[config.mk]
export PLATFORM = sky130hd
export DESIGN_NAME = c3ws_window_mac
export DESIGN_NICKNAME = d
export VERILOG_FILES = /design/src/hw/rtl/c3ws_pkg.sv /design/src/hw/rtl/c3ws_window_mac.sv
export SDC_FILE = /design/constraint.sdc
export NUM_CORES = 2
export LEC_CHECK = 0
export BUFFER_PORTS_ARGS = -buffer_cell sky130_fd_sc_hd__buf_2
export CAP_MARGIN = 20
export CORE_MARGIN = 2
export CORE_UTILIZATION = 64
export DETAILED_ROUTE_END_ITERATION = 12
export PLACE_DENSITY = 0.82
export SETUP_SLACK_MARGIN = 0.1
export SLEW_MARGIN = 20
export SYNTH_ARGS = -nofsm -noshare
export SYNTH_HDL_FRONTEND = slang
export SYNTH_SLANG_ARGS = --single-unit
[constraint.sdc]
create_clock -name clock -period 7.7 [get_ports clock]
set_input_delay 0.385 -clock clock [delete_from_list [all_inputs] [get_ports clock]]
set_output_delay 0.385 -clock clock [all_outputs]
set_load 0.02 [all_outputs]
[src/hw/rtl/c3ws_pkg.sv]
// shared types and constants of the 3x3 weighted convolution block
`timescale 1ns / 1ps
`default_nettype none

package c3ws_pkg;

   localparam int CSR_IDX_W  = 3;
   localparam int CSR_DATA_W = 24;

   localparam logic [CSR_IDX_W-1:0] CSR_WEIGHTS_TOP    = 3'd0;
   localparam logic [CSR_IDX_W-1:0] CSR_WEIGHTS_MIDDLE = 3'd1;
   localparam logic [CSR_IDX_W-1:0] CSR_WEIGHTS_BOTTOM = 3'd2;
   localparam logic [CSR_IDX_W-1:0] CSR_FRAME_WIDTH    = 3'd3;
   localparam logic [CSR_IDX_W-1:0] CSR_FRAME_HEIGHT   = 3'd4;
   localparam logic [CSR_IDX_W-1:0] CSR_CHANNEL_COUNT  = 3'd5;

   localparam logic [12:0] FRAME_WIDTH_RST   = 13'd640;
   localparam logic [12:0] FRAME_HEIGHT_RST  = 13'd480;
   localparam logic [2:0]  CHANNEL_COUNT_RST = 3'd1;
   localparam logic [12:0] FRAME_HEIGHT_MAX  = 13'd4096;

   localparam int ROW_W = 16;
   localparam logic [ROW_W-1:0] ROW_CAP = 16'hFFFF;
   localparam int COUNT_W = 29;

   localparam int PROD_W = 17;
   localparam int SUM_W  = 21;

   localparam int FIFO_DEPTH = 8;
   localparam int FIFO_AW    = 3;
   localparam int FIFO_CW    = 4;

   typedef struct packed {
      logic [23:0] wt_top;
      logic [23:0] wt_mid;
      logic [23:0] wt_bot;
      logic [12:0] frame_width;
      logic [12:0] frame_height;
      logic [2:0]  channel_count;
   } cfg_type;

   typedef struct packed {
      logic ovalid;
      logic border;
      logic last;
   } item_ctl_type;

   typedef struct packed {
      logic       out_valid;
      logic [7:0] out_byte;
      logic       out_last;
   } rsp_word_type;

endpackage

`default_nettype wire

[src/hw/rtl/c3ws_window_mac.sv]
// 3x3 window shift register, weight products and saturating sum
`timescale 1ns / 1ps
`default_nettype none

module c3ws_window_mac #(
   parameter int MAX_CHANNELS = 4
) (
   input  logic                   clock,
   input  logic                   reset,
   input  c3ws_pkg::cfg_type      cfg,
   input  logic [2:0]             chan_count,
   input  logic                   col_vld,
   input  logic [7:0]             col_up,
   input  logic [7:0]             col_mid,
   input  logic [7:0]             col_cur,
   input  c3ws_pkg::item_ctl_type col_ctl,
   output logic                   push,
   output c3ws_pkg::rsp_word_type word
);
   import c3ws_pkg::*;

   localparam int WC = 2 * MAX_CHANNELS + 1;
   localparam int TW = $clog2(WC);

   logic [7:0]              win_ff [WC][3];
   logic                    s2_vld_ff;
   item_ctl_type            s2_ctl_ff;
   logic                    s3_vld_ff;
   item_ctl_type            s3_ctl_ff;
   logic signed [PROD_W-1:0] prod_in [9];
   logic signed [PROD_W-1:0] prod_ff [9];
   logic [23:0]             wrow [3];
   logic [TW-1:0]           tap [3];
   logic signed [7:0]       wt_s;
   logic signed [8:0]       bv_s;
   logic signed [SUM_W-1:0] sum;

   assign wrow[0] = cfg.wt_top;
   assign wrow[1] = cfg.wt_mid;
   assign wrow[2] = cfg.wt_bot;
   assign tap[0]  = TW'({chan_count, 1'b0});
   assign tap[1]  = TW'(chan_count);
   assign tap[2]  = '0;

   always_ff @(posedge clock) begin
      if (reset) begin
         for (int i = 0; i < WC; i++) begin
            for (int r = 0; r < 3; r++) begin
               win_ff[i][r] <= 8'd0;
            end
         end
      end else if (col_vld) begin
         for (int i = WC - 1; i > 0; i--) begin
            for (int r = 0; r < 3; r++) begin
               win_ff[i][r] <= win_ff[i-1][r];
            end
         end
         win_ff[0][0] <= col_up;
         win_ff[0][1] <= col_mid;
         win_ff[0][2] <= col_cur;
      end
   end

   always_comb begin
      wt_s = '0;
      bv_s = '0;
      for (int r = 0; r < 3; r++) begin
         for (int k = 0; k < 3; k++) begin
            wt_s = $signed(wrow[r][8*k +: 8]);
            bv_s = $signed({1'b0, win_ff[tap[k]][r]});
            prod_in[3*r+k] = PROD_W'(wt_s) * PROD_W'(bv_s);
         end
      end
   end

   always_ff @(posedge clock) begin
      if (reset) begin
         s2_vld_ff <= 1'b0;
         s3_vld_ff <= 1'b0;
      end else begin
         s2_vld_ff <= col_vld;
         s3_vld_ff <= s2_vld_ff;
      end
   end

   always_ff @(posedge clock) begin
      s2_ctl_ff <= col_ctl;
      s3_ctl_ff <= s2_ctl_ff;
      for (int i = 0; i < 9; i++) begin
         prod_ff[i] <= prod_in[i];
      end
   end

   always_comb begin
      sum = '0;
      for (int i = 0; i < 9; i++) begin
         sum = sum + SUM_W'(prod_ff[i]);
      end
      word.out_valid = s3_ctl_ff.ovalid;
      word.out_last  = s3_ctl_ff.ovalid && s3_ctl_ff.last;
      if (!s3_ctl_ff.ovalid || s3_ctl_ff.border || (sum < 0)) begin
         word.out_byte = 8'd0;
      end else if (sum > SUM_W'(255)) begin
         word.out_byte = 8'd255;
      end else begin
         word.out_byte = sum[7:0];
      end
   end

   assign push = s3_vld_ff;

endmodule

`default_nettype wire

=== Yosys cells after proc, flatten, opt, wreduce, memory -nomap -nowiden ===
Memories as Yosys holds them, arrays and structs flattened.
Cells that the tools add are included.

* Register bits: 8
* Latch bits: 0
* Bits in writable memories: 369
* Memory bits (read-only): 0
* Input port bits: 134
* Word-level logic and storage cells: 94
* Memories: 2

* Add/subtract/negate cells: 8
* Multipliers: 9
* Div/mod/pow operators: 0
* Magnitude comparators: 2
* Equality and inequality tests: 0
* Shift operators: 0
* Multiplexer cells: 34
* Bitwise logic cells: 27
* Reduce and logical (&&, ||, !) cells: 4

{| class="wikitable"
|+ Memory list
! name !! words !! bits a word !! rd ports !! clocked after memory_dff !! write ports !! RTL line !! source
|-
| win_ff || 9 || 24 || 10 || 0 || 9 || c3ws_window_mac.sv:25 || <nowiki>logic [7:0] win_ff [WC][3];</nowiki>
|-
| prod_ff || 9 || 17 || 9 || 0 || 9 || c3ws_window_mac.sv:31 || <nowiki>logic signed [PROD_W-1:0] prod_ff [9];</nowiki>
|}

{| class="wikitable"
|+ Operators with widths
! operator !! count
|-
| $mux W8 || 29
|-
| $mul A8 B9 Y17 || 9
|-
| $add A21 B17 Y21 || 4
|-
| $or A1 B1 Y1 || 27
|-
| $add A20 B17 Y21 || 1
|-
| $gt A21 B9 Y1 const B || 1
|-
| $lt A21 B1 Y1 const B || 1
|-
| $add A19 B17 Y20 || 1
|-
| $add A18 B17 Y19 || 1
|-
| $add A17 B17 Y18 || 1
|-
| $mux W1 || 5
|-
| $logic_or A1 B1 Y1 || 2
|-
| $logic_and A1 B1 Y1 || 1
|-
| $logic_not A1 Y1 || 1
|}

=== Longest topological paths before layout ===
An unclocked memory read counts as a cell.

* Word-level depth: 12
* Mapped depth: 23
* Mapped depth without buffers: 21

=== Worst setup path after synthesis ===
No wires, ideal clock.

* Path type: input port to flip-flop
* Start point: input chan_count[0]
* End point: memory prod_ff[1][16] (netlist: prod_ff[0][33])
* Library setup time: 72 ps
* Arrival: 5,691 ps
* Required time: 7,628 ps
* Path slack: 1,936 ps
* Stages on the path: 20
* Buffers on the path: 2
* Path through: clkbuf_1 buf_2 mux4_2 mux2_2 and2_1 fa_1 inv_1 fa_1 inv_1 fa_1 inv_1 fa_1 inv_1 ha_1 o21ai_1 a21boi_1 o41a_1 a41o_1 o41ai_1 xnor2_1

{| class="wikitable"
|+ RTL lines
! what !! RTL line !! source
|-
| from (decl) || c3ws_window_mac.sv:11 || <nowiki>input logic [2:0] chan_count,</nowiki>
|-
| to (decl) || c3ws_window_mac.sv:31 ||
|}

==> impl_summary.txt <==
----------------------------------------------------
[Global route]
  Number of global-route vias before repair ... 25.5k
  Number of antenna violations at the first check in global routing ... 10
  Total routing usage reported by global routing ... 28.3%
  Global-route wire length before repair ... around 130 mm
  Maximum number of pins on one net before global-route repair ... 108
  Overflow left after global routing ... 0

[Worst setup path]
  Dominant cell type by count on the critical path ... sky130_fd_sc_hd__fa_1
  CP max-delay cell ... sky130_fd_sc_hd__mux2i_1
  Worst path arrival time ... about 5.8 ns
  Gate family responsible for the most delay along the worst path ... adder cells
  Startpoint-to-endpoint class of the critical path ... register to primary output
  Cell Chain, Critical Path ... inv_1 > fa_1 > inv_1 > fa_1 > fa_1 > inv_1 > fa_1 > inv_1 > ha_1 > fa_1 > a21o_1 > a31o_1 > nand3_1 > a211oi_1 > o32ai_2 > mux2i_1 > a31oi_1 > buf_2
  First element of the critical path ... prod_ff[1][2]
  CP endpoint kind ... primary output
  Number of stages on the worst setup path ... 18
  Slack of the worst reg-to-reg path ... 1.80 ns
  Critical R2R Capture ... prod_ff[0][16]
  Launching point of the worst reg2reg path ... win_ff[0][19]
  Critical path peak fanout ... 8
  Delay contributed by the slowest stage of the critical path ... between 0.5 and 0.6 ns
  Total buffers and inverters traversed by the critical path ... 5
  Endpoint of the most critical setup path ... word[6]
  Critical Path Source Type ... register
  Logic depth of the worst register-to-register path ... 17
  CP required ... 7.32 ns

[Logic synthesis]
  Average cell area after synthesis ... 10.7 µm²
  EDFF count, synth ... approximately 220
  Area of the mapped netlist ... 37100 µm²
  Distinct cell type count after synthesis ... 69
  Share of the yosys chip area belonging to registers ... 26.2%
  Most instantiated flip-flop cell in the synthesis netlist ... sky130_fd_sc_hd__edfxtp_1
  Number of synthesis warnings ... 0
  Synthesis-stage register bit count ... 377
  Post-synthesis net count ... 4472
  Synthesized instance count ... 3475
  Proportion of register bits with asynchronous set or reset after synthesis ... 0%

[Routing]
  Initial DRC Count ... 1493
  Detailed-route wire length per cell ... about 19 µm
  Final antenna-violating net count ... 0
  First-pass iteration count of the detailed router ... 5
  Number of DRC violations after detailed routing ... 0
  Number of vias per cell after detailed routing ... 5.55
  Routed Wire Length ... 81.6 mm
  Via total after detailed routing ... 24.3k

[Clock network]
  Buffers from clock root to sink, at most ... 3
  Total clock sinks ... between 300 and 400
  H-tree level count ... 2
  Worst-skew pair later-pin latency ... 0.59 ns
  Clock tree from TritonCTS ... built
  Total setup buffers inserted after CTS ... 0
  Master cell of the clock root buffer ... sky130_fd_sc_hd__clkbuf_16
  Clk pin slew, worst setup/hold paths ... around 0.060 ns
  CTS buffer count ... 43

[Die]
  Count of boundary I/O pins ... 145
  Area of the core region ... 57500 µm²
  DIE AREA ... 60000 µm²
  Starting Density ... 64.6%
  Die height ... 245 µm
  Width of the die ... 245 µm
  Standard-cell rows ... 88

[Placed design]
  Total cell area at the placement stage ... 38500 µm²
  Port Buffer Count ... around 120
  DP HPWL ... 65.0 mm
  Count of placed standard cells including taps ... approximately 4.3k
  Gpl congestion ... between 0.9 and 1

[STA]
  Final Cycle Share ... 80.6%
  Actual transition at the worst max-transition pin ... 0.961 ns
  Unrepaired setup endpoints after global routing ... no
  Hold Violations, Final ... 0
  Highest achievable clock rate ... 0.161 GHz
  Number of max-slew violations in the final report ... 0
  Worst Clk Skew ... 0.0287 ns
  Final sum of negative setup slack ... 0 ns
  Relative slew margins ... approximately 36%
  Post-layout minimum cycle time ... 6.21 ns
  Final setup violation count ... 0

[Flow run]
  Max-cap violation count ... 0

[Cells and area]
  Most frequent standard cell in the layout excluding fill and tap cells ... sky130_fd_sc_hd__inv_1
  Most used cells in the layout excluding fill and tap cells ... 662 x sky130_fd_sc_hd__inv_1, 532 x sky130_fd_sc_hd__and2_1, 455 x sky130_fd_sc_hd__fa_1
  Non-filler instance count after layout ... 4384
  Proportion of layout cells with a drive suffix above 1 ... 9.29%
  Area growth from synthesis to final layout ... 7.69%
  Area of all placed cells without fillers ... 40000 µm²
  Net count reported at finish ... 4577
  Filler Cell Count ... around 4.1k

[Worst hold path]
  Type of the worst min-delay path ... input pin to register

[Outcome]
  Result of the run ... completed

----------------------------------------------------
[repair_timing]
action | 4_1_cts | 5_1_grt
resized for setup | 0 | 0
hold buffers | 4 | 0
endpoints found under the setup margin | 0 | 0
hold endpoints to repair | 4 | 0
[metrics by stage]
step           setup slack (ns)  util [%]  hold WS (ns)
2_1_floorplan              1.94         -         0.310
3_3_place_gp               1.34      67.0         0.313
3_5_place_dp               1.30      67.0         0.319
4_1_cts                    1.47      69.5        0.0411
5_1_grt                    1.25      69.6        0.0544
6_report                   1.49      69.6        0.0726
[registers in the layout, summed over array words and instances (netlist names)]
name	count
s3_ctl_ff	2
word	1
s2_vld_ff	1
s2_ctl_ff	3
prod_ff	153
win_ff	216
push	1
[logic make-up (layout without fill, tap and decap cells)]
logic type | after synthesis | in the layout | synth area share (%)
adders and majority gates | 863 | 863 | 38.3
and+or+nand+nor | 1062 | 1062 | 15.4
DFF | 377 | 377 | 26.2
buffers and inverters | 736 | 876 | 7.54
other | 0 | 4 | 0
muxes | 123 | 123 | 5.90
xor gates and xnor gates | 110 | 110 | 2.59
AOI/OAI and AO/OA | 204 | 204 | 4.12
[cell usage after synthesis, drive strengths merged (5+ instances only)]
cell type / n / area, µm²
nand2: 232 / 871
a21boi: 7 / 52.6
o21a: 17 / 128
and2: 533 / 3330
o41ai: 11 / 96.3
a21oi: 46 / 234
or3: 8 / 50.1
a21o: 16 / 120
nand3: 24 / 120
mux2: 48 / 541
o21ai: 27 / 135
inv: 662 / 2480
ha: 408 / 5100
xnor2: 93 / 815
nor3: 28 / 140
nor2: 131 / 492
a31oi: 10 / 62.6
nor2b: 23 / 144
a41o: 8 / 80.1
edfxtp: 216 / 6490
fa: 455 / 9110
o21bai: 6 / 45.0
buf: 21 / 114
dfxtp: 161 / 3220
xor2: 17 / 149
nand2b: 55 / 344
a211oi: 5 / 37.5
o211ai: 5 / 37.5
o41a: 16 / 180
mux4: 72 / 1620
and3: 12 / 80.1
clkbuf: 53 / 199
[layer usage]
layer | up-vias | share of wire, % | GRT usage (%)
li1 | 11309 | - | -
met1 | 12112 | 41 | 37.0
met2 | 716 | 47 | 46.0
met3 | 171 | 7.0 | 5.72
met4 | 6 | 4.7 | 12.6
met5 | - | 0.039 | 0
[how the worst min path moves through the flow]
stage | to | slack [ns] | cells past startpoint | startpoint
final | win_ff[0][8] | 0.07 | 2 | col_mid[0]
after global routing | win_ff[0][14] | 0.05 | 2 | col_mid[6]
after CTS | win_ff[0][10] | 0.04 | 2 | col_mid[2]
after detailed placement | word[9] | 0.32 | 0 | s2_ctl_ff[2]
after global placement | s3_ctl_ff[0] | 0.31 | 0 | s2_ctl_ff[0]
after floorplan | s3_ctl_ff[0] | 0.31 | 0 | s2_ctl_ff[0]
[final cells by class]
type	instances	area [µm²]	share of cell area (%)
diodes	4	10.0	0.0250
clock inverters	24	250	0.626
well taps	765	957	2.39
inverters	662	2480	6.21
flip-flops and latches	377	9710	24.3
repair buffers	134	758	1.90
clock buffers	56	1180	2.95
multi-input cells	2362	24600	61.6
Power is not shown: default switching activity piles up to over one toggle a cycle in this logic, so the estimate is an artifact.
