File: config.mk
export PLATFORM = sky130hd
export DESIGN_NAME = c3ws_rsp_fifo_flat
export DESIGN_NICKNAME = d
export VERILOG_FILES = /design/src/hw/rtl/c3ws_pkg.sv /design/src/hw/rtl/c3ws_if.sv /design/src/hw/rtl/c3ws_rsp_fifo.sv /design/src/flat_wrapper.sv
export SDC_FILE = /design/constraint.sdc
export NUM_CORES = 1
export LEC_CHECK = 0
export ABC_AREA = 1
export BUFFER_PORTS_ARGS = -buffer_cell sky130_fd_sc_hd__buf_2
export CAP_MARGIN = 20
export CORE_MARGIN = 2
export CORE_UTILIZATION = 35
export CTS_CLUSTER_SIZE = 25
export DETAILED_ROUTE_END_ITERATION = 16
export PLACE_DENSITY = 0.51
export SLEW_MARGIN = 10
export SYNTH_ARGS = -nofsm -noshare
export SYNTH_HDL_FRONTEND = slang
export SYNTH_SLANG_ARGS = --single-unit
File: constraint.sdc
create_clock -name clock -period 2.5 [get_ports clock]
set_input_delay 0.125 -clock clock [delete_from_list [all_inputs] [get_ports clock]]
set_output_delay 0.125 -clock clock [all_outputs]
set_load 0.05 [all_outputs]
File: src/hw/rtl/c3ws_pkg.sv
// shared types and constants of the 3x3 weighted convolution block
`timescale 1ns / 1ps
`default_nettype none

package c3ws_pkg;

   localparam int CSR_IDX_W  = 3;
   localparam int CSR_DATA_W = 24;

   localparam logic [CSR_IDX_W-1:0] CSR_WEIGHTS_TOP    = 3'd0;
   localparam logic [CSR_IDX_W-1:0] CSR_WEIGHTS_MIDDLE = 3'd1;
   localparam logic [CSR_IDX_W-1:0] CSR_WEIGHTS_BOTTOM = 3'd2;
   localparam logic [CSR_IDX_W-1:0] CSR_FRAME_WIDTH    = 3'd3;
   localparam logic [CSR_IDX_W-1:0] CSR_FRAME_HEIGHT   = 3'd4;
   localparam logic [CSR_IDX_W-1:0] CSR_CHANNEL_COUNT  = 3'd5;

   localparam logic [12:0] FRAME_WIDTH_RST   = 13'd640;
   localparam logic [12:0] FRAME_HEIGHT_RST  = 13'd480;
   localparam logic [2:0]  CHANNEL_COUNT_RST = 3'd1;
   localparam logic [12:0] FRAME_HEIGHT_MAX  = 13'd4096;

   localparam int ROW_W = 16;
   localparam logic [ROW_W-1:0] ROW_CAP = 16'hFFFF;
   localparam int COUNT_W = 29;

   localparam int PROD_W = 17;
   localparam int SUM_W  = 21;

   localparam int FIFO_DEPTH = 8;
   localparam int FIFO_AW    = 3;
   localparam int FIFO_CW    = 4;

   typedef struct packed {
      logic [23:0] wt_top;
      logic [23:0] wt_mid;
      logic [23:0] wt_bot;
      logic [12:0] frame_width;
      logic [12:0] frame_height;
      logic [2:0]  channel_count;
   } cfg_type;

   typedef struct packed {
      logic ovalid;
      logic border;
      logic last;
   } item_ctl_type;

   typedef struct packed {
      logic       out_valid;
      logic [7:0] out_byte;
      logic       out_last;
   } rsp_word_type;

endpackage

`default_nettype wire

File: src/hw/rtl/c3ws_if.sv
// channel interfaces: pixel byte input, result output, register writes
`timescale 1ns / 1ps
`default_nettype none


interface c3ws_rsp_if;
   logic       valid;
   logic       ready;
   logic       out_valid;
   logic [7:0] out_byte;
   logic       out_last;
   modport source (output valid, out_valid, out_byte, out_last, input ready);
   modport sink (input valid, out_valid, out_byte, out_last, output ready);
endinterface


`default_nettype wire

File: src/hw/rtl/c3ws_rsp_fifo.sv
// result queue with outstanding-transaction credit for the input side
`timescale 1ns / 1ps
`default_nettype none

module c3ws_rsp_fifo (
   input  logic                   clock,
   input  logic                   reset,
   input  logic                   accept,
   input  logic                   push,
   input  c3ws_pkg::rsp_word_type word,
   output logic                   room,
   c3ws_rsp_if.source             rsp_if
);
   import c3ws_pkg::*;

   rsp_word_type       mem_ff [FIFO_DEPTH];
   logic [FIFO_AW-1:0] wr_ptr_ff;
   logic [FIFO_AW-1:0] rd_ptr_ff;
   logic [FIFO_CW-1:0] fill_ff;
   logic [FIFO_CW-1:0] fill_in;
   logic [FIFO_CW-1:0] outst_ff;
   logic [FIFO_CW-1:0] outst_in;
   logic               pop;
   rsp_word_type       head;

   assign head             = mem_ff[rd_ptr_ff];
   assign rsp_if.valid     = (fill_ff != '0);
   assign rsp_if.out_valid = head.out_valid;
   assign rsp_if.out_byte  = head.out_byte;
   assign rsp_if.out_last  = head.out_last;
   assign pop              = rsp_if.valid && rsp_if.ready;
   assign room             = (outst_ff < FIFO_CW'(FIFO_DEPTH));

   always_comb begin
      case ({push, pop})
         2'b10:   fill_in = fill_ff + FIFO_CW'(1);
         2'b01:   fill_in = fill_ff - FIFO_CW'(1);
         default: fill_in = fill_ff;
      endcase
      case ({accept, pop})
         2'b10:   outst_in = outst_ff + FIFO_CW'(1);
         2'b01:   outst_in = outst_ff - FIFO_CW'(1);
         default: outst_in = outst_ff;
      endcase
   end

   always_ff @(posedge clock) begin
      if (push) begin
         mem_ff[wr_ptr_ff] <= word;
      end
   end

   always_ff @(posedge clock) begin
      if (reset) begin
         wr_ptr_ff <= '0;
         rd_ptr_ff <= '0;
         fill_ff   <= '0;
         outst_ff  <= '0;
      end else begin
         if (push) begin
            wr_ptr_ff <= wr_ptr_ff + FIFO_AW'(1);
         end
         if (pop) begin
            rd_ptr_ff <= rd_ptr_ff + FIFO_AW'(1);
         end
         fill_ff  <= fill_in;
         outst_ff <= outst_in;
      end
   end

endmodule

`default_nettype wire

File: src/flat_wrapper.sv
// flat-port wrapper written by rule: the top's interface ports become plain ports
module c3ws_rsp_fifo_flat import c3ws_pkg::*;
  (clock, reset, accept, push, word, room, rsp_if_valid, rsp_if_out_valid, rsp_if_out_byte, rsp_if_out_last, rsp_if_ready);
  c3ws_rsp_if rsp_if_i ();
  input  logic clock;
  input  logic reset;
  input  logic accept;
  input  logic push;
  input  c3ws_pkg::rsp_word_type word;
  output logic room;
  output wire logic [$bits(rsp_if_i.valid)-1:0] rsp_if_valid;
  output wire logic [$bits(rsp_if_i.out_valid)-1:0] rsp_if_out_valid;
  output wire logic [$bits(rsp_if_i.out_byte)-1:0] rsp_if_out_byte;
  output wire logic [$bits(rsp_if_i.out_last)-1:0] rsp_if_out_last;
  input wire logic [$bits(rsp_if_i.ready)-1:0] rsp_if_ready;
  assign rsp_if_valid = rsp_if_i.valid;
  assign rsp_if_out_valid = rsp_if_i.out_valid;
  assign rsp_if_out_byte = rsp_if_i.out_byte;
  assign rsp_if_out_last = rsp_if_i.out_last;
  assign rsp_if_i.ready = rsp_if_ready;
  c3ws_rsp_fifo u_core (.clock(clock), .reset(reset), .accept(accept), .push(push), .word(word), .room(room), .rsp_if(rsp_if_i));
endmodule
==> Word level (Yosys, flattened, before mapping) <==
Memories as Yosys holds them, arrays and structs flattened. A register that Yosys moved wholly into a read port is not among the register bits.
Index checks and enable logic that the tools add are counted.
W data, S select, Z words.
{ "op_classes": {"magnitude_cmp": 1, "n_mux": 6, "reduce_logical": 4, "addsub": 6, "n_eq_ne": 4} }
{ "op_table": {"columns": ["operator", "count"], "rows": [
  ["$pmux W4 S2", 2],
  ["$add A4 B1 Y4 const B", 2],
  ["$sub A4 B1 Y4 const B", 2],
  ["$add A3 B1 Y3 const B", 2],
  ["$mux W3", 2],
  ["$eq A2 B1 Y1 const B", 2],
  ["$eq A2 B2 Y1 const B", 2],
  ["$lt A4 B4 Y1 const B", 1],
  ["$reduce_bool A2 Y1", 2],
  ["$reduce_bool A4 Y1", 1],
  ["$mux W1", 2],
  ["$logic_and A1 B1 Y1", 1]
]} }
{ "word_totals": {"input_bits": 15, "ramBits": 80, "mem_count": 1, "regBits": 14, "out_inout_bits": 12, "word_cells": 26} }
{ "mem_list": {"columns": ["memory", "depth", "word_bits", "rd", "rd_clocked_by_memory_dff", "write_ports", "line", "text"], "rows": [
  ["u_core.mem_ff", 8, 10, 1, 1, 1, "c3ws_rsp_fifo.sv:16", "rsp_word_type mem_ff [FIFO_DEPTH];"]
]} }

==> Longest topological paths before layout <==
{ "depth": {"depth_word": 4, "ltp_mapped": 14, "ltp_nobuf": 14} }

==> Worst setup path before layout <==
OpenSTA, ideal clock, no wires.
{ "synth_timing": {"kind": "flip-flop to flip-flop", "from": "reg u_core.fill_ff[0]", "to": "reg u_core.outst_ff[2]", "stages_incl_launch_ff": 13, "path_buffers": 0, "path_slack_ns": 0.200, "period_less_slack_ns": 2.300, "setup_time_ns": 0.113, "required_ns": 2.387, "arrival_time_ns": 2.187, "cell_sequence": "dfxtp_1 > inv_1 > nand4_1 > nand2_2 > inv_2 > ha_1 > nor2_1 > nor2_2 > ha_1 > a21oi_1 > xnor2_1 > o21ai_1 > inv_1"} }
{ "synth_between": {"elab_chain_cells": 4, "word_cells_on_any_way": 6, "cone_classes": "eq/ne (2); mux (1); reduce/logical (3)"} }
{ "synth_rtl": {"columns": ["element", "line", "text"], "rows": [
  ["start, declared", "c3ws_rsp_fifo.sv:19", "logic [FIFO_CW-1:0] fill_ff;"],
  ["start signal, assigned", "c3ws_rsp_fifo.sv:66", "fill_ff <= fill_in;"],
  ["$reduce_bool A4 Y1 (*)", "c3ws_rsp_fifo.sv:27", "assign rsp_if.valid = (fill_ff != '0);"],
  ["net rsp_if_valid", "flat_wrapper.sv:11", "output wire logic [$bits(rsp_if_i.valid)-1:0] rsp_if_valid;"],
  ["$logic_and A1 B1 Y1 (*)", "c3ws_rsp_fifo.sv:31", "assign pop = rsp_if.valid && rsp_if.ready;"],
  ["$eq A2 B1 Y1 or $eq A2 B2 Y1 (tied branches)", "c3ws_rsp_fifo.sv:40", "case ({accept, pop})"],
  ["$pmux W4 S2 or $reduce_bool A2 Y1 (tied branches)", null, null],
  ["end signal, assigned", "c3ws_rsp_fifo.sv:67", "outst_ff <= outst_in;"],
  ["end, declared", "c3ws_rsp_fifo.sv:21", "logic [FIFO_CW-1:0] outst_ff;"]
]} }
The timed path passes the listed nets; every way through them passes the cells marked *.
A chain may end at the register's enable or synchronous reset.

==> flow_results.org <==
** Power
- Pwr Density :: 1060 nW/um2
- Maximum resistive drop on vdd :: 639 uV
- Overall power :: between 5 and 6 mW
- The analysis attributes to cell leakage a power of ~1.8 nW.

** Global routing
- Via count of the first global-routing pass :: roughly 2.6k
- The first global-routing pass estimated 13,400 um of wire.
- Largest net degree at the start of global routing :: 41
- The number of antenna violations at the first check in global routing is 0.
- Global route overflow :: 0
- For this run, the total global-route usage over all layers was measured as 0.141.

** Clock network
- In this run the deepest clock path goes through 2 buffers.
- CTS H-tree depth :: 3
- TritonCTS clock tree :: yes
- Post-CTS repair changed the size of 0 cells.
- In this run the clock root is driven by a clkbuf_16.
- Clock transition at the registers of the reported paths :: about 0.06 ns
- Hold-fix buffers, CTS :: 0
- For this design, the sink count on the clock tree is slightly below 100.
- The clock reaches the later pin of the worst-skew pair after approximately 0.33 ns.
- Clock tree synthesis inserted a total of 9 buffers.
- Count of buffers added by post-CTS timing repair for setup :: 0

** Floorplan
- In this run the core area contains 39 standard-cell rows.
- Effective utilization at floorplan :: 0.362
- The die covers 12,800 um2.
- 27 I/O pins were placed.
- From left edge to right edge, the die measures around 110 um.
- In this run the vertical extent of the chip is roughly 110 um.
- The core region is 11,600 um2.

** Placement
- During placement, the flow inserted port buffers numbering 26.
- Routability-driven placement finished with a final weighted congestion of slightly above 0.7.
- Instance count after placement with tap cells included :: 522
- Detailed placement ended at an HPWL of between 5000 and 6000 um.
- Timing analysis after detailed placement gives a worst setup slack of between 0.5 and 0.6 ns.

** STA
- At the pin with the least slew margin, the transition time is between 0.6 and 0.7 ns.
- Number of slew-limit violations in the final report :: 0
- Slew margin rel. :: 0.579
- Hold timing on the final database bottoms out at a slack of approximately 0.064 ns.
- The final-report hold violation count was 0.
- Setup total negative slack on the finished layout was measured at 0 ns.
- The clock arrives with ~0.0026 ns of skew.
- Subtracting the final worst setup slack from the clock period gives 2.14 ns.
- RSZ-0062 raised after global routing :: false
- Period utilisation layout :: 0.856
- Max frequency :: roughly 0.47 GHz
- After layout, the worst setup slack is approximately 0.36 ns.
- Count of final setup violators :: 0

** Worst setup path
- Crit path max-delay family :: buffers and inverters
- Critical Path, Cell by Cell :: inv_2, nor2_1, o21ai_1, nand2_1, nand2_1, buf_2
- The critical path is of the reg2out type.
- On the worst path, the slowest cell contributes a delay of 0.51 ns.
- The worst setup path is captured at an output pin.
- The cell that appears most often on the critical path is nand2_1.
- Across all register-to-register paths, the minimum setup slack is ~0.56 ns.
- CP arrival :: around 2 ns
- The number of buffers and inverters on the critical path is 2.
- The slowest stage of the critical path is the inv_2 cell.
- Data required time at the worst endpoint :: about 2.4 ns
- Along the worst path, the maximum fanout reaches 30.
- Worst Setup Start Kind :: flip-flop

** Route
- Top routing layer used :: met4
- Using the TritonRoute via totals, the vias-per-cell ratio works out to about 5.
- For this run, design rule violations remaining after detail routing come to 0.
- After detailed routing, the wire length on met1 is between 3000 and 4000 um.
- For this block, the initial DRC count from the detailed router was between 150 and 200.
- The first detailed-routing pass took 4 iterations.
- Residual antenna-violating net count after detailed routing :: 0
- Total met2 wirelength after detailed routing :: about 4000 um
- Final routed wire length divided by cell count :: 15.6 um
- Detailed-route via count :: roughly 2.6k
- Final wirelength :: about 8400 um
- Met3 layer wire length in the routed design :: 349 um

** Flow run
- Maximum capacitance violations :: 0

** Synthesis
- Of all cell types, the one taking the most synthesized area is edfxtp_1.
- Yosys mapped the design onto 23 distinct sky130hd cell types.
- Avg Cell Area, Syn :: 11.8 um2
- Ranked by total cell area, the synthesized netlist is headed by edfxtp_1 (57%), dfxtp_1 (8.1%), nor2_2 (4.8%).
- Of the post-synthesis cell area, the dominant cell type holds 0.574.
- Synthesized instance count :: roughly 350
- In the synthesized netlist the dominant register cell turns out to be edfxtp_1.
- Counting flops and latches in the post-synthesis netlist gives 97.
- Share of synthesized flip-flops with an asynchronous set or reset :: 0
- In this run the cell area of the synthesized design comes to between 4000 and 5000 um2.
- Post-synthesis net count :: 377
- Cell with the most instances after synthesis :: edfxtp_1
- The synthesized design contains 80 enable-type register cells.
- By count the netlist is led by edfxtp_1 (80), nand2_1 (53), nor2_2 (32).
- Of the synthesized area, sequential elements account for 0.656.
- For this run, the number of Yosys warnings is 0.

** Cells and area
- In the final layout, the share of cells above drive strength 1 is 0.259.
- Compared with the post-synthesis result, the final layout area differs by 14.7%.
- The number of antenna diodes in the final layout is 0.
- At the end of the flow, the number of nets in the layout was between 400 and 500.
- The finished layout holds ~540 standard cells, fillers aside.

** Status
- The flow ran to the end, and the final reports show no timing, DRC or antenna violations.

** Hold path
- Hold Crit Class :: in2reg
## state kept, by name (all words and copies together) (netlist names), named ones only
| register | cells |
|---|---|
| u_core.wr_ptr_ff | 3 |
| u_core.mem_ff | 80 |
| u_core.outst_ff | 4 |
| u_core.fill_ff | 4 |
| u_core.rd_ptr_ff | 3 |
## layout make-up
class / count / area [um2]
inverters: 26 / 97.6
fillers: 1076 / 6770
well taps: 143 / 179
repair buffers: 38 / 233
multi-input cells: 218 / 1240
clock inverters: 4 / 68.8
flip-flops and latches: 97 / 2740
clock buffers: 11 / 233
## path summary, 6_finish.rpt
check                                    from                          endpoint  cells after the start
max                                 flip-flop                rsp_if_out_byte[0]                      6
min                                   word[9]     u_core.mem_ff[2][9]$_DFFE_PP_                      1
min reg2reg  u_core.rd_ptr_ff[0]$_SDFFE_PP0N_  u_core.rd_ptr_ff[0]$_SDFFE_PP0N_                      1
max reg2reg    u_core.fill_ff[2]$_SDFFE_PP0P_   u_core.outst_ff[2]$_SDFFE_PP0P_                     13
## where the power goes
group,internal [mW],switching (mW)
sequential,1.87,0.107
clock,0.866,0.530
combinational,0.551,1.18
total,3.29,1.82
## cells in the final DEF, fill, tap and decap left out
| cell type | instances |
|---|---|
| nand2_1 | 53 |
| clkbuf_1 | 2 |
| ha_1 | 8 |
| o21ai_1 | 29 |
| nor2_1 | 25 |
| nand4_1 | 1 |
| xnor2_1 | 4 |
| edfxtp_1 | 80 |
| inv_1 | 18 |
| nand2_2 | 1 |
| dfxtp_2 | 1 |
| dfxtp_1 | 16 |
| xor2_1 | 2 |
| o22ai_2 | 10 |
| nand3_1 | 6 |
| buf_4 | 11 |
| bufinv_16 | 2 |
| buf_2 | 26 |
| inv_2 | 8 |
| buf_12 | 1 |
| clkbuf_16 | 9 |
| o21ai_0 | 22 |
| a21oi_1 | 14 |
| clkinv_2 | 1 |
| mux2i_1 | 10 |
| nor2_2 | 32 |
| clkinv_1 | 1 |
| or2_1 | 1 |
## metrics by stage
stage / instance area [um2] / utilization
detailed placement: 4500 / 0.389
CTS: 4800 / 0.415
global placement: 4500 / 0.389
finish: 4800 / 0.415
floorplan: 4180 / -
global route: 4800 / 0.415
## metal layers
metal	vias up	global-route usage
met1	1265	0.175
met4	0	0.0537
met5	-	0
met3	10	0.0428
li1	1294	-
met2	44	0.232
## kinds of logic (layout without fill, tap and decap cells)
logic type	Yosys count	in the layout	share of synthesized area
AOI/OAI and AO/OA	75	75	0.108
DFF	97	97	0.656
muxes	10	10	0.0239
buffers and inverters	39	79	0.0469
xor gates and xnor gates	6	6	0.0126
adders and majority gates	8	8	0.0239
and+or+nand+nor	119	119	0.129
## worst register-to-register path, stage by stage, from the launching register on
cell,delay [ns]
dfxtp_1,0.38
inv_2,0.07
nand4_1,0.12
nand2_2,0.09
inv_2,0.14
ha_1,0.27
nand2_1,0.10
inv_2,0.06
nor2_2,0.04
ha_1,0.17
a21oi_1,0.14
xnor2_1,0.09
o21ai_1,0.12
inv_1,0.05
Note: power is estimated with default switching activity, not from simulation.
