==> config.mk <==
export PLATFORM = sky130hd
export DESIGN_NAME = c3ws_seq
export DESIGN_NICKNAME = d
export VERILOG_FILES = /design/src/hw/rtl/c3ws_pkg.sv /design/src/hw/rtl/c3ws_seq.sv
export SDC_FILE = /design/constraint.sdc
export NUM_CORES = 1
export LEC_CHECK = 0
export BUFFER_PORTS_ARGS = -buffer_cell sky130_fd_sc_hd__buf_2
export CORE_ASPECT_RATIO = 0.5
export CORE_MARGIN = 4
export CORE_UTILIZATION = 63
export DETAILED_ROUTE_END_ITERATION = 10
export GPL_TIMING_DRIVEN = 0
export PLACE_DENSITY_LB_ADDON = 0.25
export SYNTH_ARGS = -nofsm -noshare
export SYNTH_HDL_FRONTEND = slang
export SYNTH_SLANG_ARGS = --single-unit
==> constraint.sdc <==
create_clock -name clock -period 10.8 [get_ports clock]
set_clock_uncertainty 0.2 [all_clocks]
set_input_delay 1.08 -clock clock [delete_from_list [all_inputs] [get_ports clock]]
set_output_delay 1.08 -clock clock [all_outputs]
set_load 0.01 [all_outputs]
==> src/hw/rtl/c3ws_pkg.sv <==
// shared types and constants of the 3x3 weighted convolution block
`timescale 1ns / 1ps
`default_nettype none

package c3ws_pkg;

   localparam int CSR_IDX_W  = 3;
   localparam int CSR_DATA_W = 24;

   localparam logic [CSR_IDX_W-1:0] CSR_WEIGHTS_TOP    = 3'd0;
   localparam logic [CSR_IDX_W-1:0] CSR_WEIGHTS_MIDDLE = 3'd1;
   localparam logic [CSR_IDX_W-1:0] CSR_WEIGHTS_BOTTOM = 3'd2;
   localparam logic [CSR_IDX_W-1:0] CSR_FRAME_WIDTH    = 3'd3;
   localparam logic [CSR_IDX_W-1:0] CSR_FRAME_HEIGHT   = 3'd4;
   localparam logic [CSR_IDX_W-1:0] CSR_CHANNEL_COUNT  = 3'd5;

   localparam logic [12:0] FRAME_WIDTH_RST   = 13'd640;
   localparam logic [12:0] FRAME_HEIGHT_RST  = 13'd480;
   localparam logic [2:0]  CHANNEL_COUNT_RST = 3'd1;
   localparam logic [12:0] FRAME_HEIGHT_MAX  = 13'd4096;

   localparam int ROW_W = 16;
   localparam logic [ROW_W-1:0] ROW_CAP = 16'hFFFF;
   localparam int COUNT_W = 29;

   localparam int PROD_W = 17;
   localparam int SUM_W  = 21;

   localparam int FIFO_DEPTH = 8;
   localparam int FIFO_AW    = 3;
   localparam int FIFO_CW    = 4;

   typedef struct packed {
      logic [23:0] wt_top;
      logic [23:0] wt_mid;
      logic [23:0] wt_bot;
      logic [12:0] frame_width;
      logic [12:0] frame_height;
      logic [2:0]  channel_count;
   } cfg_type;

   typedef struct packed {
      logic ovalid;
      logic border;
      logic last;
   } item_ctl_type;

   typedef struct packed {
      logic       out_valid;
      logic [7:0] out_byte;
      logic       out_last;
   } rsp_word_type;

endpackage

`default_nettype wire

==> src/hw/rtl/c3ws_seq.sv <==
// position counters, line store address and per-item border/valid decode
`timescale 1ns / 1ps
`default_nettype none

module c3ws_seq #(
   parameter int MAX_ROW_PIXELS = 4096,
   parameter int MAX_CHANNELS   = 4
) (
   input  logic                   clock,
   input  logic                   reset,
   input  c3ws_pkg::cfg_type      cfg,
   input  logic                   cfg_wr,
   input  logic                   fire,
   input  logic [7:0]             pixel_byte,
   input  logic                   frame_start,
   input  logic                   flush,
   output logic                   busy,
   output logic [2:0]             chan_count,
   output logic                   rd_en,
   output logic [$clog2(MAX_ROW_PIXELS*MAX_CHANNELS)-1:0] rd_idx,
   output logic [7:0]             cur_byte,
   output c3ws_pkg::item_ctl_type ctl
);
   import c3ws_pkg::*;

   localparam int PW = $clog2(MAX_ROW_PIXELS + 1);
   localparam int XW = (PW > 13) ? PW : 13;
   localparam int AW = $clog2(MAX_ROW_PIXELS * MAX_CHANNELS);
   localparam logic [XW-1:0] W_MAX = XW'(MAX_ROW_PIXELS);
   localparam logic [2:0]    C_MAX = 3'(MAX_CHANNELS);

   logic [XW-1:0]      fw_x;
   logic [XW-1:0]      w_x;
   logic [PW-1:0]      w;
   logic [12:0]        h;
   logic [2:0]         c;

   logic [1:0]         settle_ff;
   logic [COUNT_W-1:0] wh_ff;
   logic [COUNT_W-1:0] wh_in;
   logic [COUNT_W-1:0] total_ff;
   logic [COUNT_W-1:0] total_in;

   logic [2:0]         cc_ff, cc_in, cc_s, cc_e, cc_nx;
   logic [PW-1:0]      cp_ff, cp_in, cp_s, cp_e, cp_nx;
   logic [ROW_W-1:0]   row_ff, row_in, row_s, orow;
   logic [COUNT_W-1:0] em_ff, em_in, em_s;
   logic               ovalid;

   // clamped frame geometry
   always_comb begin
      fw_x = XW'(cfg.frame_width);
      if (fw_x < XW'(3)) begin
         w_x = XW'(3);
      end else if (fw_x > W_MAX) begin
         w_x = W_MAX;
      end else begin
         w_x = fw_x;
      end
      w = PW'(w_x);
      if (cfg.frame_height < 13'd3) begin
         h = 13'd3;
      end else if (cfg.frame_height > FRAME_HEIGHT_MAX) begin
         h = FRAME_HEIGHT_MAX;
      end else begin
         h = cfg.frame_height;
      end
      if (cfg.channel_count == 3'd0) begin
         c = 3'd1;
      end else if (cfg.channel_count > C_MAX) begin
         c = C_MAX;
      end else begin
         c = cfg.channel_count;
      end
   end

   assign wh_in    = COUNT_W'(w) * COUNT_W'(h);
   assign total_in = wh_ff * COUNT_W'(c);
   assign busy     = |settle_ff;
   assign chan_count = c;

   always_ff @(posedge clock) begin
      if (reset) begin
         settle_ff <= 2'b11;
      end else if (cfg_wr) begin
         settle_ff <= 2'b11;
      end else begin
         settle_ff <= {1'b0, settle_ff[1]};
      end
   end

   always_ff @(posedge clock) begin
      wh_ff    <= wh_in;
      total_ff <= total_in;
   end

   // item decode
   always_comb begin
      cc_s  = frame_start ? '0 : cc_ff;
      cp_s  = frame_start ? '0 : cp_ff;
      row_s = frame_start ? '0 : row_ff;
      em_s  = frame_start ? '0 : em_ff;
      cc_e  = (cc_s >= c) ? c - 3'd1 : cc_s;
      cp_e  = (cp_s >= w) ? w - PW'(1) : cp_s;
      rd_idx = AW'(cp_e) * AW'(c) + AW'(cc_e);
      ovalid = ((row_s >= ROW_W'(2)) || ((row_s == ROW_W'(1)) && (cp_e != '0)))
               && (em_s < total_ff);
      orow = (cp_e == '0) ? row_s - ROW_W'(2) : row_s - ROW_W'(1);
      ctl.ovalid = ovalid;
      ctl.border = (orow == '0) || (orow >= ROW_W'(h) - ROW_W'(1)) || (cp_e <= PW'(1));
      ctl.last   = ovalid && (em_s == total_ff - COUNT_W'(1));
      em_in = em_s + COUNT_W'(ovalid);
      cc_nx = cc_e + 3'd1;
      cp_nx = cp_e + PW'(1);
      if (cc_nx >= c) begin
         cc_in = '0;
         if (cp_nx >= w) begin
            cp_in  = '0;
            row_in = (row_s != ROW_CAP) ? row_s + ROW_W'(1) : row_s;
         end else begin
            cp_in  = cp_nx;
            row_in = row_s;
         end
      end else begin
         cc_in  = cc_nx;
         cp_in  = cp_e;
         row_in = row_s;
      end
   end

   assign rd_en    = fire;
   assign cur_byte = flush ? 8'd0 : pixel_byte;

   always_ff @(posedge clock) begin
      if (reset) begin
         cc_ff  <= '0;
         cp_ff  <= '0;
         row_ff <= '0;
         em_ff  <= '0;
      end else if (fire) begin
         cc_ff  <= cc_in;
         cp_ff  <= cp_in;
         row_ff <= row_in;
         em_ff  <= em_in;
      end
   end

endmodule

`default_nettype wire

=== After elaboration in Yosys (flattened, before gate mapping) ===
Index checks and enable logic that the tools add are counted.

* Register bits: 118
* Bits of input ports: 115
* Output and inout bits: 30
* Word-level logic and storage cells: 71

* $add $sub $neg: 11
* Multiply operators: 3
* Order comparisons: 13
* Equality and inequality tests: 3
* Mux-type cells: 21
* Reductions and logical operators: 12

{| class="wikitable"
|+ Operators by type and width
! cell !! count
|-
| 13-bit 2-to-1 mux || 8
|-
| 16-bit 2-to-1 mux || 5
|-
| 29-bit by 1-bit adder with 29-bit output || 1
|-
| 29-bit equality test || 1
|-
| 29-bit less-than comparator || 1
|-
| 26-bit by 3-bit multiplier with 29-bit output || 1
|-
| 29-bit 2-to-1 mux || 1
|-
| 29-bit by 1-bit subtractor with 29-bit output, second input constant || 1
|-
| 13-bit greater-or-equal comparator || 2
|-
| 13-bit > comparator, second input constant || 2
|-
| 13-bit by 2-bit less-than comparator with 1-bit output, second input constant || 2
|-
| 13-bit by 13-bit multiplier with 26-bit output || 1
|-
| 16-bit by 1-bit adder with 16-bit output, second input constant || 1
|-
| 16-bit by 1-bit equality test with 1-bit output, second input constant || 1
|-
| 16-bit greater-or-equal comparator || 1
|-
| 16-bit by 2-bit greater-or-equal comparator with 1-bit output, second input constant || 1
|-
| 16-bit zero test || 1
|-
| 16-bit inequality test, second input constant || 1
|-
| 16-bit by 1-bit subtractor with 16-bit output, second input constant || 1
|-
| 16-bit by 2-bit subtractor with 16-bit output, second input constant || 1
|-
| 3-bit 2-to-1 mux || 5
|-
| 14-bit by 3-bit adder with 14-bit output || 1
|-
| 13-bit by 3-bit multiplier with 14-bit output || 1
|-
| 13-bit by 1-bit subtractor with 14-bit output, second input constant || 1
|-
| 15 further kinds || 21
|}

=== Longest topological paths before layout ===
Gate-level depths: netlist (run 1).

* Depth in word-level cells: 10
* Depth in mapped cells: 33
* Depth with buffers taken out: 30

=== Worst setup path before layout (run 1) ===
OpenSTA, ideal clock, no wires.

* Path kind: input-to-output
* From: input cfg[27] (netlist name)
* To: output rd_idx[11]
* Data arrival time: 7.504 ns
* Data required time: 9.520 ns
* Path slack: 2.016 ns
* Cell stages on the path: 28
* Cell sequence: or4_1 -> nor4_1 -> nor2_1 -> nor2_1 -> inv_2 -> ha_1 -> o21ai_0 -> a221o_1 -> a21oi_1 -> clkbuf_1 -> mux2i_1 -> nand2_1 -> fa_1 -> inv_1 -> fa_1 -> inv_1 -> fa_1 -> nor2b_1 -> o21ai_0 -> a21boi_0 -> o21ai_0 -> a21boi_0 -> o21ai_0 -> nand2b_1 -> a21o_1 -> nand2_1 -> nor2b_1 -> xnor2_1

* Cells in the longest elaborated chain, start to end: 7

{| class="wikitable"
|+ RTL lines
! element !! line !! source
|-
| start, declared || c3ws_seq.sv:11 || <nowiki>input c3ws_pkg::cfg_type cfg,</nowiki>
|-
| 13-bit > comparator || c3ws_seq.sv:55 || <nowiki>end else if (fw_x > W_MAX) begin</nowiki>
|-
| 13-bit 2-to-1 mux || c3ws_seq.sv:55 ||
|-
| 13-bit 2-to-1 mux (*) || c3ws_seq.sv:53 || <nowiki>if (fw_x < XW'(3)) begin</nowiki>
|-
| 13-bit by 1-bit subtractor with 13-bit output / 13-bit greater-or-equal comparator (equally long branches) || c3ws_seq.sv:104 || <nowiki>cp_e = (cp_s >= w) ? w - PW'(1) : cp_s;</nowiki>
|-
| 13-bit 2-to-1 mux (*) || c3ws_seq.sv:104 ||
|-
| 13-bit by 3-bit multiplier with 14-bit output (*) || c3ws_seq.sv:105 || <nowiki>rd_idx = AW'(cp_e) * AW'(c) + AW'(cc_e);</nowiki>
|-
| 14-bit by 3-bit adder with 14-bit output (*) || c3ws_seq.sv:105 ||
|-
| end, declared || c3ws_seq.sv:20 || <nowiki>output logic [$clog2(MAX_ROW_PIXELS*MAX_CHANNELS)-1:0] rd_idx,</nowiki>
|}

Mark *: on every way between the ends. The rest lies on a longest branch, timed or not.

=== Worst setup path after layout (run 1) ===
* From: input frame_start
* To: register em_ff[28]

* Cells in the longest elaborated chain, start to end: 8

{| class="wikitable"
|+ RTL lines
! element !! line !! source
|-
| start, declared || c3ws_seq.sv:15 || <nowiki>input logic frame_start,</nowiki>
|-
| 13-bit 2-to-1 mux || c3ws_seq.sv:100 || <nowiki>cp_s = frame_start ? '0 : cp_ff;</nowiki>
|-
| 13-bit greater-or-equal comparator || c3ws_seq.sv:104 ||
|-
| 13-bit 2-to-1 mux || c3ws_seq.sv:104 ||
|-
| 13-bit nonzero test || c3ws_seq.sv:106 || <nowiki>ovalid = ((row_s >= ROW_W'(2)) || ((row_s == ROW_W'(1)) && (cp_e != '0)))</nowiki>
|-
| 1-bit logical AND || c3ws_seq.sv:106 ||
|-
| 1-bit logical OR || c3ws_seq.sv:106 ||
|-
| 1-bit logical AND (*) || c3ws_seq.sv:107 || <nowiki>&& (em_s < total_ff);</nowiki>
|-
| named net ovalid || c3ws_seq.sv:48 || <nowiki>logic ovalid;</nowiki>
|-
| 29-bit by 1-bit adder with 29-bit output (*) || c3ws_seq.sv:112 || <nowiki>em_in = em_s + COUNT_W'(ovalid);</nowiki>
|-
| end signal, assigned || c3ws_seq.sv:144 || <nowiki>em_ff <= em_in;</nowiki>
|-
| end, declared || c3ws_seq.sv:47 || <nowiki>logic [COUNT_W-1:0] em_ff, em_in, em_s;</nowiki>
|}

Mark *: on every way through the listed nets, which the timed path passes. The rest lies on a longest branch.
A chain may end at the register's enable or synchronous reset.

==> results.yml, run 1 <==
setup_path:
  cp-end-kind: "flip-flop"
  critPathRequiredTime_ns: 10.90
  slowest_stage: "nor4_1"
  startpoint_type: "input port"
  cp.arrival_ns: 10.29
  worstPathMaxFanout: 10
  critPathMaxStageDelay_ns: 0.63
  worstSetupPathType: "input port to flip-flop"
yosys:
  seq_area_frac_synth_pct: 13.55
  ys_warn_count: 0
  syn_avg_cell_area_um2: 7.771
  syn_inst: 2244
  synth_ff_type: "dfxtp_1"
  synth_area_um2: 17440
  ys_top_cells_by_area: "fa_1, ha_1, dfxtp_1"
  yosysMostFrequentCell: "nand2_1"
  yosysTopAreaCellShare_pct: 18.25
  yosys.cell_types.count: 78
  ys_ff_latch: 118
  synth_top_area_cell: "fa_1"
  synthTopCellsByCount: "nand2_1, inv_1, nor2_1"
  synth-async-reset-ratio_pct: 0
  synth_edf_count: 0
place:
  numPlacedInstances: 2689
  dp_slack_ns: 0.3873
  gp_congestion: 0.9638
  portBuffers: 68
  post-dp-hpwl_um: 38540
  place_area_um2: 18270
drt:
  firstDrtPassIters: 6
  vias_per_cell: 5.866
  route.met2.wl_um: 20880
  drtIter0Drc: 1859
  drc_errors: 0
  routed-via-count: 15970
  top_layer_used: "met5"
  wl_met1_um: 20570
  route.met3.wl_um: 5026
  antenna_left: 0
  wl_um: 47770
  wl_per_cell_um: 17.55
global_routing:
  grt_antenna_before_repair: 6
  grt_pass1_wl_um: 77650
  grt_max_degree: 17
  grt_pass1_vias: 15230
  grt_overflow_total: 0
  grt_usage_pct: 31.17
final_layout:
  layout.cells.non_filler: 2722
  multi_input_area_um2: 13620
  seqCellArea_um2: 2362
  final_layout_size_suffix_gt1_share_pct: 5.411
  fin_util_pct: 70.14
  n_fill_cell: 2250
  layout.nets: 2823
  finish.instance_area_um2: 18840
  area_growth_syn_to_layout_pct: 8.015
clock_network:
  clk_pin_slew_ns: 0.06
  cts_inserted_buffers: 17
  clk_path_buf_depth: 2
  clkLatencyLatePin_ns: 0.43
  htreeDepth: 4
  cts_root_buf: "clkbuf_16"
  cts_tree: "done"
  ctsHoldBuffers: 0
  clock_sinks: 118
sta:
  timing.fmax_ghz: 0.09806
  rsz0062_at_grt: "no"
  worstMarginPinSlew_ns: 1.135
  setup_slack_ns: 0.6020
  setup_tns_ns: 0
  slew_violations: 0
  timing.final.hold_violations: 0
  hold_slack_ns: 0.2438
  setup_viol: 0
  slew_headroom_pct: 24.34
  min_period_ns: 10.20
  fin_crit_sh_pct: 94.43
die:
  dieWidth_um: 243.3
  coreArea_um2: 26850
  die_height_um: 125.6
  initial_core_util_pct: 64.94
  dieArea_um2: 30570
  io_pins: 145
  placementRows: 42
status:
  status: "complete, no violations"
power:
  fin_total_pwr_mw: 2.311
  p_leak_nw: 8.982
  power_density_nw_per_um2: 122.7
  peakVddDrop_uv: 102.4
hold_path:
  holdCritPathClass: "flip-flop to flip-flop"
run:
  maxCapViolations: 0
-- flip-flops by register name, summed over array words and instances (netlist names) --
| signal | count |
|---|---|
| wh_ff | 26 |
| row_ff | 16 |
| total_ff | 29 |
| em_ff | 29 |
| settle_ff | 2 |
| cc_ff | 3 |
| cp_ff | 13 |
-- worst paths after layout --
check                                     to  cells after the start    startpoint  slack [ns]
worst max-delay path               em_ff[28]                     33   frame_start        0.60
worst min register to register  settle_ff[0]                      1  settle_ff[1]        0.24
worst max register to register     em_ff[28]                     30     cp_ff[10]        2.65
worst min-delay path            settle_ff[0]                      1  settle_ff[1]        0.24
-- layout make-up --
type / instances / area share [%]
timing repair buffer: 69 / 1.860
buffer: 85 / 1.827
multi-input combinational: 1743 / 72.30
antenna: 1 / 0.01329
inverter: 300 / 5.978
clock inverter: 13 / 0.6443
tap: 374 / 2.484
clock buffer: 19 / 2.352
sequential: 118 / 12.54
-- report_power, final --
| part | internal (mW) | switching, mW | total [mW] |
|---|---|---|---|
| clock network | 0.324 | 0.224 | 0.548 |
| logic | 0.458 | 0.701 | 1.16 |
| registers | 0.516 | 0.0882 | 0.604 |
-- cells by family (layout without fill, tap and decap cells) --
kind of cell             after synthesis  in the layout  synth area share [%]
flip-flops                           118            118                 13.55
adder cells (fa/ha/maj)              375            375                 33.74
XOR/XNOR                             153            153                 7.685
AO/OA/AOI/OAI                        302            302                 11.62
other                                  1              4               0.02150
AND/OR/NAND/NOR                      895            895                 24.07
buffers and inverters                385            486                 8.431
multiplexers                          15             15                0.8969
-- layer usage --
metal | up-vias | track usage, %
met5 | - | 0
met4 | 2 | 8.915
met3 | 107 | 5.990
met2 | 787 | 48.88
met1 | 7533 | 44.35
li1 | 7537 | -
-- critical path, delay by kind of cell --
family	cells	cell delay [ns]
xor+xnor	1	0.16
compound gates	6	1.48
fa+ha+maj	4	1.05
mux	1	0.51
buf+inv	9	3.00
simple gates	12	3.01
-- what timing repair did --
| item | 4_1_cts | 5_1_grt |
|---|---|---|
| setup buffers | 0 | 0 |
| endpoints found under the setup margin | 0 | 4 |
| resized for setup | 0 | 1 |
-- layout by cell type, fill, tap and decap left out, types with 9 or more instances in the layout --
cell type / n
nand4_1: 18
buf_2: 69
xor2_1: 35
fa_1: 159
mux2i_1: 9
clkbuf_1: 78
or3_1: 14
a21o_1: 31
inv_1: 298
nand2b_1: 32
xnor2_1: 118
nand2_1: 310
nor2b_1: 82
and2_1: 28
nor4_1: 17
nor2_1: 230
clkbuf_16: 17
and3_1: 23
o21a_1: 17
a211oi_1: 18
nand3b_1: 9
nor3_1: 40
ha_1: 215
a21oi_1: 72
dfxtp_1: 118
nand3_1: 56
or4_1: 12
a31oi_1: 14
o21ai_0: 59
Note: power is estimated with default switching activity, not from simulation.
==> run 2: changes to the inputs <==
--- a/config.mk
+++ b/config.mk
@@ -6,9 +6,11 @@
 export NUM_CORES = 1
 export LEC_CHECK = 0
 export BUFFER_PORTS_ARGS = -buffer_cell sky130_fd_sc_hd__buf_2
+export CELL_PAD_IN_SITES_DETAIL_PLACEMENT = 1
+export CELL_PAD_IN_SITES_GLOBAL_PLACEMENT = 2
 export CORE_ASPECT_RATIO = 0.5
 export CORE_MARGIN = 4
-export CORE_UTILIZATION = 63
+export CORE_UTILIZATION = 37
 export DETAILED_ROUTE_END_ITERATION = 10
 export GPL_TIMING_DRIVEN = 0
 export PLACE_DENSITY_LB_ADDON = 0.25
==> run 2 against run 1 <==
Net effect:
- cell count rose by 9.3%
- global-route usage shrank 8.4 points
- core utilization decreased by 28 points
- via count decreased by 2.3%
- power rose by 5.5%
- critical path depth fell by 4
- worst hold slack better by 0.0027 ns
- routed wire length increased by 20%
- die area grew 66%
- critical endpoint is now rd_idx[13]
- largest cell class unchanged
==> results.yml, run 2 (synthesized netlist as in run 1, its figures left out) <==
sta:
  setup_slack_ns: 0.6765
  slew_violations: 0
  timing.final.hold_violations: 0
  setup_viol: 0
  worstMarginPinSlew_ns: 1.187
  hold_slack_ns: 0.2465
  min_period_ns: 10.12
  slew_headroom_pct: 20.83
  timing.fmax_ghz: 0.09878
  rsz0062_at_grt: "no"
  fin_crit_sh_pct: 93.74
global_routing:
  grt_usage_pct: 22.73
  grt_busiest_layer: "met2"
  use_met1_pct: 31.62
  use_met2_pct: 37.08
  grt_overflow_total: 0
  grt_pass1_wl_um: 90340
  grt_pass1_vias: 16160
  grt_max_degree: 17
  grt_antenna_before_repair: 6
  use_met3_pct: 3.513
place:
  gp_congestion: 0.8762
  numPlacedInstances: 2942
  post-dp-hpwl_um: 47090
  dp_slack_ns: -0.2149
  portBuffers: 68
drt:
  antenna_left: 0
  firstDrtPassIters: 5
  wl_per_cell_um: 19.20
  drtIter0Drc: 915
  wl_um: 57110
  vias_per_cell: 5.246
  routed-via-count: 15610
  drc_errors: 0
status:
  status: "complete, no violations"
clock_network:
  postCtsSetupRepairBufs: 0
  ctsHoldBuffers: 0
  cts.repair.resized: 0
  clk_pin_slew_ns: 0.07
  htreeDepth: 4
  cts_inserted_buffers: 17
  clkLatencyLatePin_ns: 0.45
  cts_tree: "done"
  cts_root_buf: "clkbuf_16"
  clock_sinks: 118
  clk_path_buf_depth: 2
die:
  die_height_um: 161.5
  coreArea_um2: 45900
  io_pins: 145
  initial_core_util_pct: 37.99
  dieWidth_um: 315.0
  placementRows: 55
  dieArea_um2: 50880
power:
  comb_power_share_pct: 46.9
  p_seq_share_pct: 27.0
  swShare_pct: 44.90
  power_density_nw_per_um2: 126.9
  p_clk_share_pct: 26.1
  p_int_mw: 1.343
  p_leak_nw: 9.014
  switchingPower_mw: 1.094
  peakVddDrop_uv: 122.4
run:
  maxCapViolations: 0
setup_path:
  startpoint_type: "input port"
  worstPathMaxFanout: 10
  critPathRequiredTime_ns: 9.52
  critPathMaxStageDelay_ns: 0.62
  slowest_stage: "clkbuf_1"
  worstSetupPathType: "input port to primary output"
  cp.arrival_ns: 8.84
  cp-end-kind: "primary output"
final_layout:
  top_regs: "em_ff: 29 flops, total_ff: 29 flops, wh_ff: 26 flops"
  final_layout_size_suffix_gt1_share_pct: 5.541
  area_growth_syn_to_layout_pct: 10.12
  layout.cells.non_filler: 2975
  final_common_cell: "nand2_1"
  layout_common_cells: "nand2_1, inv_1, nor2_1"
  layout.nets: 2823
  fin_util_pct: 41.83
hold_path:
  holdCritPathClass: "flip-flop to flip-flop"
==> run 2: cell types whose count changed in the layout (fill, tap and decap cells not counted), sizes merged <==
cell / delta
clkinvlp: -1
diode: +1
bufinv: +2
clkbuf: -1
clkinv: -1
==> run 2: cell type report <==
class / instances / area [um2]
antenna: 2 / 5.005
clock buffer: 18 / 439.2
fill: 5723 / 26700
clock inverter: 13 / 168.9
tap: 627 / 784.5
sequential: 118 / 2362
timing repair buffer: 69 / 350.3
multi-input combinational: 1743 / 13620
inverter: 300 / 1126
buffer: 85 / 347.8
==> run 2: metal layers <==
layer / part of all wire (%) / up-vias
li1: - / 7526
met1: 48 / 7762
met2: 45 / 250
met3: 4.9 / 68
met4: 1.9 / 0
met5: 0 / -
==> run 2: stage by stage <==
step	total power [mW]	instance area, um2	TNS (ns)
after CTS	2.464	19190	0
after detailed placement	1.814	18580	-0.5492
final	2.437	19200	0
after floorplan	1.415	17450	0
after global placement	1.790	18570	-0.2691
after global routing	2.643	19200	0
==> run 2: power groups by stage <==
stage	sequential, mW	combinational, mW	clock, mW
after floorplan	0.573	0.843	0
after global placement	0.668	1.12	0
after detailed placement	0.670	1.14	0
after CTS	0.660	1.16	0.648
after global routing	0.673	1.30	0.667
final	0.659	1.14	0.636
==> run 2: final timing paths <==
path,from,end,slack [ns],cells after the start
max,frame_start,rd_idx[13],0.68,29
min,settle_ff[1],settle_ff[0],0.25,1
max reg2reg,cp_ff[10],em_ff[27],2.64,30
min reg2reg,settle_ff[1],settle_ff[0],0.25,1
==> run 2: worst max-delay path, delay by kind of cell <==
| family | cells | cell delay (ns) |
|---|---|---|
| buffers and inverters | 8 | 2.40 |
| AOI/OAI and AO/OA | 10 | 2.08 |
| adders and majority gates | 4 | 1.94 |
| and+or+nand+nor | 5 | 0.64 |
| muxes | 1 | 0.55 |
| xor gates and xnor gates | 1 | 0.13 |
